--- config.mk ---
export PLATFORM = sky130hd
export DESIGN_NAME = csrf_ctrl
export DESIGN_NICKNAME = d
export VERILOG_FILES = /design/src/sv/csrf_pkg.sv /design/src/sv/csrf_ctrl.sv
export SDC_FILE = /design/constraint.sdc
export NUM_CORES = 1
export LEC_CHECK = 0
export BUFFER_PORTS_ARGS = -buffer_cell sky130_fd_sc_hd__buf_4
export CORE_AREA = 2 2 39 41
export DETAILED_ROUTE_END_ITERATION = 8
export DIE_AREA = 0 0 41 43
export HOLD_SLACK_MARGIN = 0.1
export PLACE_DENSITY = 0.66
export SYNTH_ARGS = -nofsm -noshare
export SYNTH_HDL_FRONTEND = slang
export SYNTH_SLANG_ARGS = --single-unit
--- constraint.sdc ---
create_clock -name clk -period 3 [get_ports clk]
set_input_delay 0.3 -clock clk [delete_from_list [all_inputs] [get_ports clk]]
set_output_delay 0.3 -clock clk [all_outputs]
set_load 0.01 [all_outputs]
--- src/sv/csrf_pkg.sv ---
package csrf_pkg;

	// Command codes carried on the input tuser field
	typedef enum logic [2:0] {
		OP_ROW   = 3'd0,
		OP_COL   = 3'd1,
		OP_RECT  = 3'd2,
		OP_READ  = 3'd3,
		OP_SCALE = 3'd4
	} opcode_t;

	// Configuration register indexes
	localparam logic [1:0] CFG_WIDTH  = 2'd0;
	localparam logic [1:0] CFG_HEIGHT = 2'd1;
	localparam logic [1:0] CFG_COLOR  = 2'd2;

	localparam int unsigned OP_W    = 3;
	localparam int unsigned COORD_W = 16;
	localparam int unsigned PIXEL_W = 32;
	localparam int unsigned SIZE_W  = 9;
	localparam int unsigned CFG_IDX_W = 2;
	localparam int unsigned IN_DATA_W = 96;

	// Controller to datapath
	typedef struct packed {
		logic take;       // latch the accepted command beat
		logic setup;      // load scanner bounds from the latched command
		logic clr_load;   // load scanner with the full store for the clearing pass
		logic step;       // advance the scanner one pixel
		logic write;      // write the pixel under the scanner
		logic wsel_clear; // write zero instead of the draw color
		logic scan_read;  // read the pixel under the scanner into the scale pipe
		logic read;       // read the pixel under the scanner for a read command
		logic post;       // load the result register
	} ctrl_cmd_t;

	// Datapath to controller
	typedef struct packed {
		logic [2:0] op;        // latched opcode
		logic       draw_ok;   // latched draw command covers at least one pixel
		logic       scan_last; // scanner sits on its last pixel
		logic       pipe_busy; // scale pipe still holds pixels
		logic       out_free;  // result register can take a new beat
	} dp_status_t;

endpackage

--- src/sv/csrf_ctrl.sv ---
module csrf_ctrl (
	input  logic                  clk,
	input  logic                  arst_n,
	input  logic                  in_valid,
	output logic                  in_ready,
	input  csrf_pkg::dp_status_t  status,
	output csrf_pkg::ctrl_cmd_t   cmd
);
	import csrf_pkg::*;

	typedef enum logic [3:0] {
		ST_CLR_LOAD,
		ST_CLEAR,
		ST_IDLE,
		ST_SETUP,
		ST_PAINT,
		ST_READ,
		ST_SCALE,
		ST_DRAIN,
		ST_DONE
	} state_t;

	state_t state_q;

	assign in_ready = (state_q == ST_IDLE);

	// Command decode from state
	always_comb begin
		cmd = '0;
		unique case (state_q)
			ST_CLR_LOAD: cmd.clr_load = 1'b1;
			ST_CLEAR: begin
				cmd.write      = 1'b1;
				cmd.wsel_clear = 1'b1;
				cmd.step       = 1'b1;
			end
			ST_IDLE:  cmd.take = in_valid;
			ST_SETUP: cmd.setup = 1'b1;
			ST_PAINT: begin
				cmd.write = 1'b1;
				cmd.step  = 1'b1;
			end
			ST_READ:  cmd.read = 1'b1;
			ST_SCALE: begin
				cmd.scan_read = 1'b1;
				cmd.step      = 1'b1;
			end
			ST_DRAIN: cmd = '0;
			ST_DONE:  cmd.post = status.out_free;
			default:  cmd = '0;
		endcase
	end

	// State register
	always_ff @(posedge clk or negedge arst_n) begin
		if (!arst_n) begin
			state_q <= ST_CLR_LOAD;
		end else begin
			unique case (state_q)
				ST_CLR_LOAD: state_q <= ST_CLEAR;
				ST_CLEAR: if (status.scan_last) state_q <= ST_IDLE;
				ST_IDLE:  if (in_valid) state_q <= ST_SETUP;
				ST_SETUP: begin
					case (status.op) inside
						OP_ROW, OP_COL, OP_RECT:
							state_q <= status.draw_ok ? ST_PAINT : ST_DONE;
						OP_READ:  state_q <= ST_READ;
						OP_SCALE: state_q <= ST_SCALE;
						default:  state_q <= ST_DONE;
					endcase
				end
				ST_PAINT: if (status.scan_last) state_q <= ST_DONE;
				ST_READ:  state_q <= ST_DONE;
				ST_SCALE: if (status.scan_last) state_q <= ST_DRAIN;
				ST_DRAIN: if (!status.pipe_busy) state_q <= ST_DONE;
				ST_DONE:  if (status.out_free) state_q <= ST_IDLE;
				default:  state_q <= ST_IDLE;
			endcase
		end
	end

	// A result is only posted once the previous one has left
	a_post_free: assert property (@(posedge clk) disable iff (!arst_n)
		cmd.post |-> status.out_free)
		else $error("result posted over a waiting beat");

	// No command is taken until the clearing pass is over
	a_no_take_in_clear: assert property (@(posedge clk) disable iff (!arst_n)
		(state_q == ST_CLEAR) |-> !in_ready)
		else $error("input ready during clearing pass");

	// Scale pipe must be empty when the result is posted
	a_drained: assert property (@(posedge clk) disable iff (!arst_n)
		cmd.post |-> !status.pipe_busy)
		else $error("result posted with scale pipe busy");

endmodule

==> flow_metrics.env <==
export IMPL_reg2reg_slack_ns=1.26
export IMPL_yosys_register_bits=4
export IMPL_clockRootBuffer="clkbuf_4"
export IMPL_synthMuxAreaShare=0.0539
export IMPL_total_power_mw=0.533
export IMPL_power_frac_clock=0.125
export IMPL_rows=14
export IMPL_grt_max_degree=18
export IMPL_antenna_found_initial=0
export IMPL_dp_hpwl_um=847
export IMPL_internal_power_mw=0.294
export IMPL_cts_repair_resized=0
export IMPL_drc=0
export IMPL_viasPerCell=5.02
export IMPL_io_buffer_count=19
export IMPL_gp_congestion=0.863
export IMPL_netSwitchingFraction=0.448
export IMPL_worst_path_max_fanout=17
export IMPL_die_area_mm2=0.00176
export IMPL_synth_simple_area_share=0.359
export IMPL_status="finished clean"
export IMPL_cts_tree="done"
export IMPL_syn_avg_cell_area_um2=6.85
export IMPL_period_share=0.606
export IMPL_clkLatencyLatePin_ns=0.24
export IMPL_dr_first_iter_drc_count=11
export IMPL_overflow=0
export IMPL_synth_area_leaders="dfrtp_1 (24%), nor2_1 (9.0%), a21oi_1 (7.2%)"
export IMPL_maxCapViolCount=0
export IMPL_wire_per_inst_um=11.0
export IMPL_grt_first_pass_wirelength_mm=1.71
export IMPL_seqPwrFrac=0.276
export IMPL_synthXorXnorAreaFrac=0.0210
export IMPL_core_mm2=0.00138
export IMPL_path_clk_slew_ns=0.04
export IMPL_combPwrFrac=0.599
export IMPL_final_layout_size_suffix_gt1_frac=0.325
export IMPL_worst_pin_slew_ns=0.476
export IMPL_reg_top3="state_q: 4 flops"
export IMPL_power_density_mw_per_mm2=895
export IMPL_leakage_nw=0.279
export IMPL_grt_total_usage=0.144
export IMPL_num_antenna_cells=0
export IMPL_layout_nets=92
export IMPL_rsz0062_at_grt="no"
export IMPL_largest_reg_flops=4
export IMPL_grt_pass1_vias=408
export IMPL_critPathArrivalTime_ns=1.52
export IMPL_routed_wl_mm=1.05
export IMPL_peakVddDrop_v=0.000276
export IMPL_fmax_mhz=550
export IMPL_num_fill_cells=154
export IMPL_yosys_warnings=0
export IMPL_syn_num_nets=71
export IMPL_worst_slack_ns=1.18
export IMPL_vias=482
export IMPL_synthAdderAreaFrac=0
export IMPL_die_x_um=41
export IMPL_report_final_slew_viol_count=0
export IMPL_synth_top_area_frac=0.240
export IMPL_antenna_left=0
export IMPL_initial_utilization=0.302
export IMPL_relSlewSlack=0.683
export IMPL_cts_buffer_depth=2
export IMPL_synth_area_leader_cell="dfrtp_1"
export IMPL_hp_class="in -> reg"
export IMPL_die_y_um=43
export IMPL_clock_sinks=4
export IMPL_critPathKind="reg -> out"
export IMPL_hold_viol=0
export IMPL_synthCells=61
export IMPL_syn_cell_area_um2=418
export IMPL_layout_common_cells="buf_4 (19), nor2_1 (10), a21oi_1 (6)"
export IMPL_netSwitchingPower_mw=0.239
export IMPL_first_pass_iters=4
export IMPL_synth_top_family_by_area="simple AND/OR/NAND/NOR gates"
export IMPL_post_place_ws_ns=1.26
export IMPL_timing_setup_tns_ns=0
export IMPL_end_kind="primary output"
export IMPL_synth_compound_area_frac=0.249
export IMPL_numCtsBuffers=3
export IMPL_dp_cells=92
export IMPL_ys_seq_area_frac=0.240
export IMPL_crit_path_start_kind="flop"
export IMPL_setup_viol=0
export IMPL_top_register="state_q"
export IMPL_required_ns=2.70
export IMPL_fin_skew_ns=0.00366
export IMPL_final_common_cell="buf_4"
export IMPL_htreeDepth=1
export IMPL_syn2layout_area_growth_pct=42.5
export IMPL_postCtsSetupRepairBufs=0
export IMPL_io_pins=20
export IMPL_period_needed_ns=1.82
export IMPL_synth_cell_types=27
export IMPL_stdcell_count=96
through the flow:
stage / utilization / hold WS [ns] / area [µm²]
after CTS: 0.430 / 0.259 / 596
after detailed placement: 0.407 / 0.103 / 563
after global routing: 0.430 / 0.264 / 596
after floorplan: - / 0.00441 / 418
after global placement: 0.407 / 0.101 / 563
final: 0.430 / 0.266 / 596
final cells by class:
cell class | count | area, µm² | area share
clock buffer | 3 | 22.5 | 0.0378
inverter | 4 | 15.0 | 0.0252
multi-input combinational | 49 | 285 | 0.479
sequential | 4 | 100 | 0.168
tap | 16 | 20.0 | 0.0336
timing repair buffer | 20 | 153 | 0.256
critical path, stage by stage, from the launching register on:
cell and delay (ns):
dfrtp_1 0.63, nand2_1 0.16, mux2_2 0.28, nor2_1 0.08, buf_4 0.13
repair_timing:
action                     4_1_cts  5_1_grt
setup endpoints to repair        0        0
hold buffers                     1        0
hold endpoints to repair         4        0
Yosys cell counts, drive strengths merged:
cell / instances
nor2: 10
a21oi: 6
nor3: 5
dfrtp: 4
inv: 4
o21ai: 4
buf: 3
nand2b: 3
nand3: 3
and2: 2
mux2: 2
nand2: 2
nor3b: 2
o21a: 2
a2bb2oi: 1
a31o: 1
clkbuf: 1
nor4: 1
o2bb2ai: 1
o31a: 1
or2: 1
or3: 1
xnor2: 1
per-layer routing:
layer | share of wire | global-route usage | wire length (µm)
met2 | 0.51 | 0.200 | 535
met1 | 0.46 | 0.188 | 482
met5 | 0 | 0 | 0
met3 | 0.034 | 0.0157 | 36
met4 | 0 | 0.120 | 0
power groups by stage:
stage	clock [mW]	sequential [mW]	combinational [mW]
final	0.0665	0.147	0.319
after global placement	0	0.144	0.318
after global routing	0.0739	0.154	0.357
after CTS	0.0694	0.146	0.323
after detailed placement	0	0.146	0.321
after floorplan	0	0.0912	0.267
kinds of logic after synthesis:
kind of cell / Yosys count
DFF: 4
muxes: 2
AOI/OAI and AO/OA: 16
buffers and inverters: 8
and+or+nand+nor: 30
xor gates and xnor gates: 1
path summary, 6_finish.rpt:
kind                            startpoint         end  cells after the start
worst max-delay path            state_q[0]      cmd[5]                      4
worst min-delay path             status[0]  state_q[3]                      2
worst max register to register  state_q[0]  state_q[0]                      4
worst min register to register  state_q[1]  state_q[2]                      2
max in group asynchronous           arst_n  state_q[1]                      2
min in group asynchronous           arst_n  state_q[2]                      2
Power figures use the tool's default switching activity.
